File: src/hw/rtl/rpa_pkg.sv
// ----------------------------------------------------------------------------
// rpa_pkg - shared types and constants for the ratiometric pressure averager
// Field widths, register reset values, status and command encodings.
// ----------------------------------------------------------------------------
package rpa_pkg;

	localparam int MV_W        = 12;
	localparam int CH_W        = 3;
	localparam int KPA_W       = 11;
	localparam int STAT_W      = 2;
	localparam int REG_W       = 16;
	localparam int CFG_IDX_W   = 3;
	localparam int IN_TDATA_W  = 16;
	localparam int OUT_TDATA_W = 16;

	// divider: dividend and quotient width, divisor width, bits per cycle
	localparam int DIV_W           = 30;
	localparam int DVS_W           = 17;
	localparam int DIV_RADIX_STEPS = 2;
	localparam int DIV_CYCLES      = DIV_W / DIV_RADIX_STEPS;

	localparam logic [REG_W-1:0] RST_SENSOR_NUM = 16'd3770;
	localparam logic [REG_W-1:0] RST_SENSOR_DEN = 16'd2640;
	localparam logic [REG_W-1:0] RST_REF_NUM    = 16'd3070;
	localparam logic [REG_W-1:0] RST_REF_DEN    = 16'd1430;
	localparam logic [KPA_W-1:0] RST_FULL_SCALE = 11'd1200;

	localparam logic [REG_W-1:0] REF_MAX    = 16'hFFFF;
	localparam logic [KPA_W-1:0] KPA_MAX    = 11'h7FF;
	localparam logic [3:0]       THRESH_DIV = 4'd10;

	typedef enum logic [CFG_IDX_W-1:0] {
		REG_SENSOR_DIV_NUM = 3'd0,
		REG_SENSOR_DIV_DEN = 3'd1,
		REG_REF_DIV_NUM    = 3'd2,
		REG_REF_DIV_DEN    = 3'd3,
		REG_FULL_SCALE_KPA = 3'd4
	} cfg_reg_t;

	typedef enum logic [STAT_W-1:0] {
		STAT_VALID    = 2'd0,
		STAT_OVERLOAD = 2'd1,
		STAT_ABSENT   = 2'd2
	} status_t;

	typedef enum logic [0:0] {
		OP_REF    = 1'b0,
		OP_SENSOR = 1'b1
	} opcode_t;

	typedef enum logic [2:0] {
		DSEL_REF_SCALE = 3'd0,
		DSEL_LO        = 3'd1,
		DSEL_HI        = 3'd2,
		DSEL_SEN_SCALE = 3'd3,
		DSEL_SAMPLE    = 3'd4,
		DSEL_MEAN      = 3'd5
	} div_sel_t;

	typedef enum logic [3:0] {
		S_CLEAR      = 4'd0,
		S_IDLE       = 4'd1,
		S_DECODE     = 4'd2,
		S_REF_WAIT   = 4'd3,
		S_LO_START   = 4'd4,
		S_LO_WAIT    = 4'd5,
		S_HI_WAIT    = 4'd6,
		S_SEN_WAIT   = 4'd7,
		S_CHECK      = 4'd8,
		S_SMP_WAIT   = 4'd9,
		S_MEM_RD     = 4'd10,
		S_UPDATE     = 4'd11,
		S_MEAN_START = 4'd12,
		S_MEAN_WAIT  = 4'd13,
		S_EMIT       = 4'd14
	} state_t;

	typedef struct packed {
		logic     load;
		logic     div_start;
		div_sel_t div_sel;
		logic     ref_wr;
		logic     lo_wr;
		logic     hi_wr;
		logic     v_wr;
		logic     sample_wr;
		logic     sample_zero;
		logic     mem_rd;
		logic     update;
		logic     set_absent;
		logic     set_overload;
		logic     set_mean;
		logic     emit;
		logic     clr;
	} cmd_t;

	typedef struct packed {
		logic clr_done;
		logic is_ref;
		logic ch_ok;
		logic mv_zero;
		logic div_done;
		logic overload;
		logic sample_zero;
		logic out_free;
	} sts_t;

endpackage

File: src/hw/rtl/ratiometric_pressure_averager.sv
// ----------------------------------------------------------------------------
// ratiometric_pressure_averager - divider-scaled pressure with ring averaging
// One item in flight at a time. The shared divider does all ratio and mean
// work: up to three divisions per averaged sensor item. A finished result
// waits in the output register.
// Reset: registers to defaults, then a clearing pass over all
// CHANNELS*HISTORY_DEPTH history memory entries with s_axis_tready low.
// ----------------------------------------------------------------------------
module ratiometric_pressure_averager #(
	parameter int CHANNELS      = 5,
	parameter int HISTORY_DEPTH = 25
) (
	input  logic                            clk,
	input  logic                            arst_n,
	input  logic                            cfg_we,
	input  logic [rpa_pkg::CFG_IDX_W-1:0]   cfg_index,
	input  logic [rpa_pkg::REG_W-1:0]       cfg_data,
	input  logic                            s_axis_tvalid,
	output logic                            s_axis_tready,
	input  logic [rpa_pkg::IN_TDATA_W-1:0]  s_axis_tdata,  // channel, millivolts, zero pad
	input  logic                            s_axis_tuser,  // opcode
	output logic                            m_axis_tvalid,
	input  logic                            m_axis_tready,
	output logic [rpa_pkg::OUT_TDATA_W-1:0] m_axis_tdata,  // out_channel, pressure_kpa, zero pad
	output logic [rpa_pkg::STAT_W-1:0]      m_axis_tuser   // status
);
	import rpa_pkg::*;

	cmd_t cmd;
	sts_t sts;

	rpa_ctrl u_ctrl (
		.clk      (clk),
		.arst_n   (arst_n),
		.in_valid (s_axis_tvalid),
		.in_ready (s_axis_tready),
		.cmd      (cmd),
		.sts      (sts)
	);

	rpa_datapath #(
		.CHANNELS      (CHANNELS),
		.HISTORY_DEPTH (HISTORY_DEPTH)
	) u_datapath (
		.clk        (clk),
		.arst_n     (arst_n),
		.cfg_we     (cfg_we),
		.cfg_index  (cfg_index),
		.cfg_data   (cfg_data),
		.in_tdata   (s_axis_tdata),
		.in_tuser   (s_axis_tuser),
		.cmd        (cmd),
		.sts        (sts),
		.out_tvalid (m_axis_tvalid),
		.out_tready (m_axis_tready),
		.out_tdata  (m_axis_tdata),
		.out_tuser  (m_axis_tuser)
	);

	// one item at a time: busy straight after an input transaction
	a_busy_after_accept: assert property (@(posedge clk) disable iff (!arst_n)
		s_axis_tvalid && s_axis_tready |=> !s_axis_tready)
		else $error("input accepted again without a busy cycle");

	// a new result appears only from the report step
	a_result_from_emit: assert property (@(posedge clk) disable iff (!arst_n)
		$rose(m_axis_tvalid) |-> $past(cmd.emit))
		else $error("output valid rose without a report step");

	// the ring update uses the old entry read in the previous cycle
	a_update_after_read: assert property (@(posedge clk) disable iff (!arst_n)
		cmd.update |-> $past(cmd.mem_rd))
		else $error("ring update without a preceding history read");

endmodule

File: src/hw/rtl/rpa_div.sv
// ----------------------------------------------------------------------------
// rpa_div - iterative unsigned divider
// Restoring division, two quotient bits per cycle; result held after done.
// ----------------------------------------------------------------------------
module rpa_div (
	input  logic                     clk,
	input  logic                     arst_n,
	input  logic                     start,
	input  logic [rpa_pkg::DIV_W-1:0] dividend,
	input  logic [rpa_pkg::DVS_W-1:0] divisor,
	output logic                     done,
	output logic [rpa_pkg::DIV_W-1:0] quotient
);
	import rpa_pkg::*;

	localparam int CNT_W = $clog2(DIV_CYCLES + 1);

	logic             busy_q;
	logic             done_q;
	logic [CNT_W-1:0] cnt_q;
	logic [DIV_W-1:0] quo_q;
	logic [DVS_W-1:0] rem_q;
	logic [DVS_W-1:0] dvs_q;
	logic [DIV_W-1:0] quo_n;
	logic [DVS_W-1:0] rem_n;
	logic [DVS_W:0]   trial;

	always_comb begin
		quo_n = quo_q;
		rem_n = rem_q;
		trial = '0;
		for (int i = 0; i < DIV_RADIX_STEPS; i++) begin
			// shift the next dividend bit into the partial remainder
			trial = {rem_n, quo_n[DIV_W-1]};
			quo_n = {quo_n[DIV_W-2:0], 1'b0};
			if (trial >= {1'b0, dvs_q}) begin
				trial    = trial - {1'b0, dvs_q};
				quo_n[0] = 1'b1;
			end
			rem_n = trial[DVS_W-1:0];
		end
	end

	always_ff @(posedge clk or negedge arst_n) begin
		if (!arst_n) begin
			busy_q <= 1'b0;
			done_q <= 1'b0;
			cnt_q  <= '0;
		end else if (start) begin
			busy_q <= 1'b1;
			done_q <= 1'b0;
			cnt_q  <= CNT_W'(DIV_CYCLES);
		end else if (busy_q) begin
			cnt_q <= cnt_q - 1'b1;
			if (cnt_q == CNT_W'(1)) begin
				busy_q <= 1'b0;
				done_q <= 1'b1;
			end
		end else begin
			done_q <= 1'b0;
		end
	end

	always_ff @(posedge clk) begin
		if (start) begin
			quo_q <= dividend;
			rem_q <= '0;
			dvs_q <= divisor;
		end else if (busy_q) begin
			quo_q <= quo_n;
			rem_q <= rem_n;
		end
	end

	assign done     = done_q;
	assign quotient = quo_q;

endmodule

File: src/hw/rtl/rpa_datapath.sv
// ----------------------------------------------------------------------------
// rpa_datapath - registers, history memory, operand formation and result
// Holds configuration, the reference thresholds, per-channel ring state and
// the output register; shares one divider for all ratio and mean work.
// ----------------------------------------------------------------------------
module rpa_datapath #(
	parameter int CHANNELS      = 5,
	parameter int HISTORY_DEPTH = 25
) (
	input  logic                             clk,
	input  logic                             arst_n,
	input  logic                             cfg_we,
	input  logic [rpa_pkg::CFG_IDX_W-1:0]    cfg_index,
	input  logic [rpa_pkg::REG_W-1:0]        cfg_data,
	input  logic [rpa_pkg::IN_TDATA_W-1:0]   in_tdata,
	input  logic                             in_tuser,
	input  rpa_pkg::cmd_t                    cmd,
	output rpa_pkg::sts_t                    sts,
	output logic                             out_tvalid,
	input  logic                             out_tready,
	output logic [rpa_pkg::OUT_TDATA_W-1:0]  out_tdata,
	output logic [rpa_pkg::STAT_W-1:0]       out_tuser
);
	import rpa_pkg::*;

	localparam int MEM_DEPTH = CHANNELS * HISTORY_DEPTH;
	localparam int AW        = (MEM_DEPTH > 1) ? $clog2(MEM_DEPTH) : 1;
	localparam int PTR_W     = (HISTORY_DEPTH > 1) ? $clog2(HISTORY_DEPTH) : 1;
	localparam int CIX_W     = (CHANNELS > 1) ? $clog2(CHANNELS) : 1;
	localparam int SUM_W     = $clog2(HISTORY_DEPTH * ((1 << KPA_W) - 1) + 1);

	// configuration
	logic [REG_W-1:0] snum_q, sden_q, rnum_q, rden_q;
	logic [KPA_W-1:0] fs_q;

	// captured item and working values
	opcode_t          op_q;
	logic [CH_W-1:0]  ch_q;
	logic [MV_W-1:0]  mv_q;
	logic [REG_W-1:0] ref_q, lo_q, hi_q, v_q;
	logic [KPA_W-1:0] sample_q;
	logic [KPA_W-1:0] res_press_q;
	status_t          res_stat_q;

	// per-channel state
	logic [PTR_W-1:0] ptr_q       [CHANNELS];
	logic [SUM_W-1:0] sum_q       [CHANNELS];
	logic [KPA_W-1:0] last_p_q    [CHANNELS];
	status_t          last_s_q    [CHANNELS];

	// history memory
	logic [KPA_W-1:0] hist_mem [MEM_DEPTH];
	logic [KPA_W-1:0] rd_old_q;
	logic [AW-1:0]    clr_cnt_q;

	// output register
	logic             out_valid_q;
	logic [CH_W-1:0]  out_ch_q;
	logic [KPA_W-1:0] out_press_q;
	status_t          out_stat_q;

	logic [CIX_W-1:0]   ch_idx;
	logic [AW-1:0]      addr;
	logic [PTR_W-1:0]   ptr_next;
	logic [SUM_W-1:0]   sum_new;
	logic [REG_W-1:0]   sden_eff, rden_eff, span;
	logic [REG_W-1:0]   mul_a, mul_b, addend;
	logic [2*REG_W-1:0] product;
	logic               use_mul;
	logic [DIV_W-1:0]   direct;
	logic [DIV_W-1:0]   dividend;
	logic [DVS_W-1:0]   divisor;
	logic               div_done;
	logic [DIV_W-1:0]   quo;
	logic [REG_W-1:0]   quo_sat16;
	logic [KPA_W-1:0]   quo_sat_kpa;
	logic               changed;

	assign ch_idx   = CIX_W'(ch_q);
	assign addr     = AW'(ch_idx) * AW'(HISTORY_DEPTH) + AW'(ptr_q[ch_idx]);
	assign ptr_next = (ptr_q[ch_idx] == PTR_W'(HISTORY_DEPTH - 1)) ? '0
	                  : ptr_q[ch_idx] + 1'b1;
	assign sum_new  = sum_q[ch_idx] - SUM_W'(rd_old_q) + SUM_W'(sample_q);

	// a zero denominator acts as one
	assign sden_eff = (sden_q == '0) ? REG_W'(1) : sden_q;
	assign rden_eff = (rden_q == '0) ? REG_W'(1) : rden_q;
	assign span     = hi_q - lo_q;

	// operand formation: rounded ratios use (2*a*b + d) / (2*d)
	always_comb begin
		mul_a   = '0;
		mul_b   = '0;
		addend  = '0;
		use_mul = 1'b1;
		direct  = '0;
		divisor = DVS_W'(1);
		case (cmd.div_sel)
			DSEL_REF_SCALE: begin
				mul_a   = REG_W'(mv_q);
				mul_b   = rnum_q;
				addend  = rden_eff;
				divisor = {rden_eff, 1'b0};
			end
			DSEL_SEN_SCALE: begin
				mul_a   = REG_W'(mv_q);
				mul_b   = snum_q;
				addend  = sden_eff;
				divisor = {sden_eff, 1'b0};
			end
			DSEL_SAMPLE: begin
				mul_a   = v_q - lo_q;
				mul_b   = REG_W'(fs_q);
				addend  = span;
				divisor = {span, 1'b0};
			end
			DSEL_LO: begin
				use_mul = 1'b0;
				direct  = DIV_W'(ref_q);
				divisor = DVS_W'(THRESH_DIV);
			end
			DSEL_HI: begin
				use_mul = 1'b0;
				direct  = DIV_W'({ref_q, 3'b000}) + DIV_W'(ref_q);
				divisor = DVS_W'(THRESH_DIV);
			end
			DSEL_MEAN: begin
				use_mul = 1'b0;
				direct  = DIV_W'(sum_q[ch_idx]);
				divisor = DVS_W'(HISTORY_DEPTH);
			end
			default: begin
				use_mul = 1'b0;
			end
		endcase
		product  = mul_a * mul_b;
		dividend = use_mul ? (DIV_W'({product, 1'b0}) + DIV_W'(addend)) : direct;
	end

	rpa_div u_div (
		.clk      (clk),
		.arst_n   (arst_n),
		.start    (cmd.div_start),
		.dividend (dividend),
		.divisor  (divisor),
		.done     (div_done),
		.quotient (quo)
	);

	assign quo_sat16   = (|quo[DIV_W-1:REG_W]) ? REF_MAX : quo[REG_W-1:0];
	assign quo_sat_kpa = (|quo[DIV_W-1:KPA_W]) ? KPA_MAX : quo[KPA_W-1:0];

	assign changed = (res_press_q != last_p_q[ch_idx]) || (res_stat_q != last_s_q[ch_idx]);

	assign sts.clr_done    = (clr_cnt_q == AW'(MEM_DEPTH - 1));
	assign sts.is_ref      = (op_q == OP_REF);
	assign sts.ch_ok       = (5'(ch_q) < 5'(CHANNELS));
	assign sts.mv_zero     = (mv_q == '0);
	assign sts.div_done    = div_done;
	assign sts.overload    = (v_q > hi_q);
	assign sts.sample_zero = (v_q < lo_q) || (span == '0);
	assign sts.out_free    = !out_valid_q || out_tready;

	// control and state registers
	always_ff @(posedge clk or negedge arst_n) begin
		if (!arst_n) begin
			snum_q      <= RST_SENSOR_NUM;
			sden_q      <= RST_SENSOR_DEN;
			rnum_q      <= RST_REF_NUM;
			rden_q      <= RST_REF_DEN;
			fs_q        <= RST_FULL_SCALE;
			ref_q       <= '0;
			lo_q        <= '0;
			hi_q        <= '0;
			clr_cnt_q   <= '0;
			out_valid_q <= 1'b0;
			for (int c = 0; c < CHANNELS; c++) begin
				ptr_q[c]    <= '0;
				sum_q[c]    <= '0;
				last_p_q[c] <= '0;
				last_s_q[c] <= STAT_ABSENT;
			end
		end else begin
			if (cfg_we) begin
				case (cfg_reg_t'(cfg_index))
					REG_SENSOR_DIV_NUM: snum_q <= cfg_data;
					REG_SENSOR_DIV_DEN: sden_q <= cfg_data;
					REG_REF_DIV_NUM:    rnum_q <= cfg_data;
					REG_REF_DIV_DEN:    rden_q <= cfg_data;
					REG_FULL_SCALE_KPA: fs_q   <= cfg_data[KPA_W-1:0];
					default: ;
				endcase
			end
			if (cmd.clr) begin
				clr_cnt_q <= clr_cnt_q + 1'b1;
			end
			if (cmd.ref_wr) begin
				ref_q <= quo_sat16;
			end
			if (cmd.lo_wr) begin
				lo_q <= quo[REG_W-1:0];
			end
			if (cmd.hi_wr) begin
				hi_q <= quo[REG_W-1:0];
			end
			if (cmd.update) begin
				sum_q[ch_idx] <= sum_new;
				ptr_q[ch_idx] <= ptr_next;
			end
			if (cmd.emit && changed) begin
				last_p_q[ch_idx] <= res_press_q;
				last_s_q[ch_idx] <= res_stat_q;
				out_valid_q      <= 1'b1;
			end else if (out_tready) begin
				out_valid_q <= 1'b0;
			end
		end
	end

	// payload registers
	always_ff @(posedge clk) begin
		if (cmd.load) begin
			op_q <= opcode_t'(in_tuser);
			ch_q <= in_tdata[CH_W-1:0];
			mv_q <= in_tdata[CH_W+MV_W-1:CH_W];
		end
		// v only matters up to the overload threshold, so saturate it
		if (cmd.v_wr) begin
			v_q <= quo_sat16;
		end
		if (cmd.sample_zero) begin
			sample_q <= '0;
		end else if (cmd.sample_wr) begin
			sample_q <= quo_sat_kpa;
		end
		if (cmd.set_absent) begin
			res_press_q <= '0;
			res_stat_q  <= STAT_ABSENT;
		end else if (cmd.set_overload) begin
			res_press_q <= '0;
			res_stat_q  <= STAT_OVERLOAD;
		end else if (cmd.set_mean) begin
			res_press_q <= quo_sat_kpa;
			res_stat_q  <= STAT_VALID;
		end
		if (cmd.emit && changed) begin
			out_ch_q    <= ch_q;
			out_press_q <= res_press_q;
			out_stat_q  <= res_stat_q;
		end
	end

	always_ff @(posedge clk) begin
		if (cmd.clr) begin
			hist_mem[clr_cnt_q] <= '0;
		end else if (cmd.update) begin
			hist_mem[addr] <= sample_q;
		end
		if (cmd.mem_rd) begin
			rd_old_q <= hist_mem[addr];
		end
	end

	assign out_tvalid = out_valid_q;
	assign out_tdata  = {{(OUT_TDATA_W - CH_W - KPA_W){1'b0}}, out_press_q, out_ch_q};
	assign out_tuser  = out_stat_q;

endmodule

File: src/hw/rtl/rpa_ctrl.sv
// ----------------------------------------------------------------------------
// rpa_ctrl - sequencing state machine
// Runs the clearing pass, accepts one item at a time and steps the datapath
// through scaling, threshold, sample, ring update, mean and report.
// ----------------------------------------------------------------------------
module rpa_ctrl (
	input  logic           clk,
	input  logic           arst_n,
	input  logic           in_valid,
	output logic           in_ready,
	output rpa_pkg::cmd_t  cmd,
	input  rpa_pkg::sts_t  sts
);
	import rpa_pkg::*;

	state_t state_q, state_d;

	always_ff @(posedge clk or negedge arst_n) begin
		if (!arst_n) begin
			state_q <= S_CLEAR;
		end else begin
			state_q <= state_d;
		end
	end

	always_comb begin
		state_d  = state_q;
		cmd      = '0;
		in_ready = 1'b0;
		case (state_q)
			S_CLEAR: begin
				cmd.clr = 1'b1;
				if (sts.clr_done) begin
					state_d = S_IDLE;
				end
			end
			S_IDLE: begin
				in_ready = 1'b1;
				if (in_valid) begin
					cmd.load = 1'b1;
					state_d  = S_DECODE;
				end
			end
			S_DECODE: begin
				if (sts.is_ref) begin
					cmd.div_start = 1'b1;
					cmd.div_sel   = DSEL_REF_SCALE;
					state_d       = S_REF_WAIT;
				end else if (!sts.ch_ok) begin
					state_d = S_IDLE;
				end else if (sts.mv_zero) begin
					cmd.set_absent = 1'b1;
					state_d        = S_EMIT;
				end else begin
					cmd.div_start = 1'b1;
					cmd.div_sel   = DSEL_SEN_SCALE;
					state_d       = S_SEN_WAIT;
				end
			end
			S_REF_WAIT: begin
				if (sts.div_done) begin
					cmd.ref_wr = 1'b1;
					state_d    = S_LO_START;
				end
			end
			S_LO_START: begin
				cmd.div_start = 1'b1;
				cmd.div_sel   = DSEL_LO;
				state_d       = S_LO_WAIT;
			end
			S_LO_WAIT: begin
				if (sts.div_done) begin
					cmd.lo_wr     = 1'b1;
					cmd.div_start = 1'b1;
					cmd.div_sel   = DSEL_HI;
					state_d       = S_HI_WAIT;
				end
			end
			S_HI_WAIT: begin
				if (sts.div_done) begin
					cmd.hi_wr = 1'b1;
					state_d   = S_IDLE;
				end
			end
			S_SEN_WAIT: begin
				if (sts.div_done) begin
					cmd.v_wr = 1'b1;
					state_d  = S_CHECK;
				end
			end
			S_CHECK: begin
				if (sts.overload) begin
					cmd.set_overload = 1'b1;
					state_d          = S_EMIT;
				end else if (sts.sample_zero) begin
					cmd.sample_zero = 1'b1;
					state_d         = S_MEM_RD;
				end else begin
					cmd.div_start = 1'b1;
					cmd.div_sel   = DSEL_SAMPLE;
					state_d       = S_SMP_WAIT;
				end
			end
			S_SMP_WAIT: begin
				if (sts.div_done) begin
					cmd.sample_wr = 1'b1;
					state_d       = S_MEM_RD;
				end
			end
			S_MEM_RD: begin
				cmd.mem_rd = 1'b1;
				state_d    = S_UPDATE;
			end
			S_UPDATE: begin
				cmd.update = 1'b1;
				state_d    = S_MEAN_START;
			end
			S_MEAN_START: begin
				cmd.div_start = 1'b1;
				cmd.div_sel   = DSEL_MEAN;
				state_d       = S_MEAN_WAIT;
			end
			S_MEAN_WAIT: begin
				if (sts.div_done) begin
					cmd.set_mean = 1'b1;
					state_d      = S_EMIT;
				end
			end
			S_EMIT: begin
				// hold until the output register can take the result
				if (sts.out_free) begin
					cmd.emit = 1'b1;
					state_d  = S_IDLE;
				end
			end
			default: begin
				state_d = S_IDLE;
			end
		endcase
	end

endmodule
File: config.mk
export PLATFORM = sky130hd
export DESIGN_NAME = ratiometric_pressure_averager
export DESIGN_NICKNAME = d
export VERILOG_FILES = /design/src/hw/rtl/rpa_pkg.sv /design/src/hw/rtl/ratiometric_pressure_averager.sv /design/src/hw/rtl/rpa_div.sv /design/src/hw/rtl/rpa_datapath.sv /design/src/hw/rtl/rpa_ctrl.sv
export SDC_FILE = /design/constraint.sdc
export NUM_CORES = 2
export LEC_CHECK = 0
export BUFFER_PORTS_ARGS = -buffer_cell sky130_fd_sc_hd__buf_2
export CAP_MARGIN = 30
export CORE_UTILIZATION = 60
export DETAILED_ROUTE_END_ITERATION = 8
export PLACE_DENSITY = 0.76
export SLEW_MARGIN = 0
export SYNTH_ARGS = -nofsm -noshare
export SYNTH_HDL_FRONTEND = slang
export SYNTH_SLANG_ARGS = --single-unit
File: constraint.sdc
create_clock -name clk -period 10.5 [get_ports clk]
set_input_delay 0.525 -clock clk [delete_from_list [all_inputs] [get_ports clk]]
set_output_delay 0.525 -clock clk [all_outputs]
set_load 0.01 [all_outputs]
==> reports/qor.txt <==
Hold Path Sink -> u_datapath.snum_q[8]
Yosys reg bits -> 1833
Vias/cell -> 6.60
met2 WL -> 114000 µm
synthesized cell area -> 88200 µm²
Yosys top cell by area -> edfxtp_1
final setup margin -> 0.338 ns
number of synthesized flops with an enable pin -> 1481
Req. time, crit path -> 11.02 ns
DRC -> 0
area occupied by multi-input gates -> 33100 µm²
first-pass GRT wire length -> 341000 µm
startpoint types -> flip-flop
Num CTS Buffers -> 178
CTS tree -> yes
WL/cell -> 28.4 µm
largest net degree at the start of global routing -> 149
Tot GR Track Use -> 31.2%
CP peak stage delay -> 0.58 ns
setup TNS -> 0 ns
Pre-antenna DRT Iters -> 8
area of the die -> 149000 µm²
syn_area_per_cell -> 15.1 µm²
Die X-Extent -> 385 µm
placed inst area -> 92200 µm²
Final Instance Area -> 99000 µm²
vias in the first global route -> 53400
IO Pins -> 61
commonest cells after routing, fill and taps aside -> 1481 x edfxtp_1, 483 x nand2_1, 440 x mux4_2, 370 x inv_1, 337 x nor2_1
critical path capture point type -> flip-flop
Initial Utilization -> 60.5%
H-tree Lvls -> 4
Most used DFF post-synth -> edfxtp_1
status -> completed
port bufs -> 57
Synth Instances -> 5840
Slew Viols, Final -> 0
crit path max fanout -> 11
Final Hold Viols -> 0
CP most frequent cell -> fa_1
core footprint -> 146000 µm²
clock sinks -> 1833
R2R depth -> 35
nets@finish -> 6621
Clock Latency Late Sink -> 0.82 ns
share of cells above drive strength 1 -> 22.5%
initial antenna violation count -> 3
min Tclk post-route -> 10.16 ns
crit path DAT -> 10.68 ns
gr ovfl total -> 0
Worst Hold Class -> input pin to flip-flop
commonest non-fill, non-tap cell in the layout -> edfxtp_1
Clock transition at path regs -> 0.06 ns
Crit path buffers/inverters -> 6
Setup Skew -> 0.0558 ns
# fillers -> 9496
length of routed met3 wiring -> 21600 µm
critical setup path kind -> flip-flop to flip-flop
final period utilization -> 96.8%
antenna-violating nets left -> 0
DRT iter0 DRCs -> 6011
Worst R2R Setup Slack -> 0.34 ns
WHS Path Cells -> 2
final wirelength -> 233000 µm
FFs w/ async S/R, synth -> 17.0%
FF/Latch Area -> 53100 µm²
setup violators final -> 0
RR Endpoint -> u_datapath.u_div.quotient[28]
pre-CTS setup slack -> 0.0437 ns
CTS root buf -> clkbuf_16
top cells by area, synth -> edfxtp_1 50%, mux4_2 11%, dfrtp_1 7.8%, fa_1 4.8%, ha_1 3.3%
Die Height -> 385 µm
Layout area overhead -> 12.2%
row cnt -> 140
worst reg2reg startpoint -> u_datapath.hi_q[0]
met1 wire length -> 86600 µm
Yosys cell types -> 102
post-synthesis sequential area ratio -> 60.2%
Crit path max-delay family -> adder cells
vias -> 54100
Max Cap Viol -> 0
Max clock buf depth -> 3
Worst slew margin -> 27.4%
Slowest cell on crit path -> fa_1
worst hold start -> cfg_data[8]
area fraction of the dominant cell type after synthesis -> 50.4%
top sig layer -> met5
YS warnings -> 0
slew of the pin with the lowest slew margin -> 1.09 ns
RePlAce Congestion -> 0.968
hpwl dp -> 146000 µm
FMAX -> 0.0984 GHz
what timing repair did:
action,4_1_cts,5_1_grt
gates cloned,0,1
resized for setup,1,52
hold buffers,22,0
setup endpoints to repair,6,18
hold endpoints to repair,123,0
buffers inserted,0,24
pin swaps,0,16
worst max path at each step:
stage               depth (start not counted)  slack [ns]                             to                from
detailed placement                         37        0.04  u_datapath.u_div.quotient[29]  u_datapath.lo_q[0]
global placement                           38        0.17  u_datapath.u_div.quotient[29]  u_datapath.hi_q[0]
CTS                                        38       -0.01  u_datapath.u_div.quotient[18]  u_datapath.hi_q[0]
finish                                     35        0.34  u_datapath.u_div.quotient[28]  u_datapath.hi_q[0]
global route                               36       -0.02  u_datapath.u_div.quotient[28]  u_datapath.hi_q[0]
floorplan                                  38        0.94  u_datapath.u_div.quotient[28]   u_datapath.v_q[0]
kinds of logic after synthesis:
kind of cell | after synthesis | share of synthesized area (%)
other cells | 2 | 0.00851
compound gates | 832 | 6.21
buf+inv | 636 | 2.85
fa+ha+maj | 444 | 8.08
mux | 747 | 15.1
xor+xnor | 143 | 1.42
flops | 1833 | 60.2
simple gates | 1203 | 6.08
cells in the mapped netlist, types with 48 or more instances:
cell type  count
a21oi_1      195
clkbuf_1     172
dfrtp_1      274
edfxtp_1    1481
fa_1         210
ha_1         234
inv_1        370
mux2_2       201
mux2i_1       93
mux4_2       440
nand2_1      485
nand3_1       79
nor2_1       351
nor3_1        57
o21ai_0      235
xnor2_1       95
xor2_1        48
state kept, by name (all words and copies together) (netlist names), 17 cells and up:
name,flops
u_datapath.last_p_q,55
u_datapath.ptr_q,25
u_datapath.sum_q,80
u_datapath.u_div.rem_q,17
u_datapath.u_div.dvs_q,17
u_datapath.hist_mem,1375
u_datapath.u_div.quotient,30
stage by stage:
step / util [%] / cells / hold WS, ns
after floorplan: - / 5854 / 0.229
after global routing: 67.9 / 8192 / 0.0141
final: 67.9 / 8193 / 0.0429
after CTS: 67.3 / 8133 / 0.00152
after detailed placement: 63.3 / 7792 / 0.462
after global placement: 62.7 / 7709 / 0.457
per-layer routing:
metal | track usage [%] | vias up
li1 | - | 22700
met1 | 42.1 | 27500
met2 | 50.5 | 3295
met3 | 5.78 | 566
met4 | 12.4 | 4
met5 | 0 | -
cell type report:
cell class                      count  share of cell area [%]
Antenna cell                        1                 0.00253
Clock buffer                      227                    4.81
Clock inverter                     92                   0.898
Inverter                          371                    1.41
Multi-Input combinational cell   3386                    33.5
Sequential cell                  1833                    53.7
Tap cell                         1917                    2.42
Timing Repair Buffer              366                    3.30
Power is left out: the tool's default activity adds up to more than one toggle a clock period on the data nets, which glitch-free logic cannot reach.
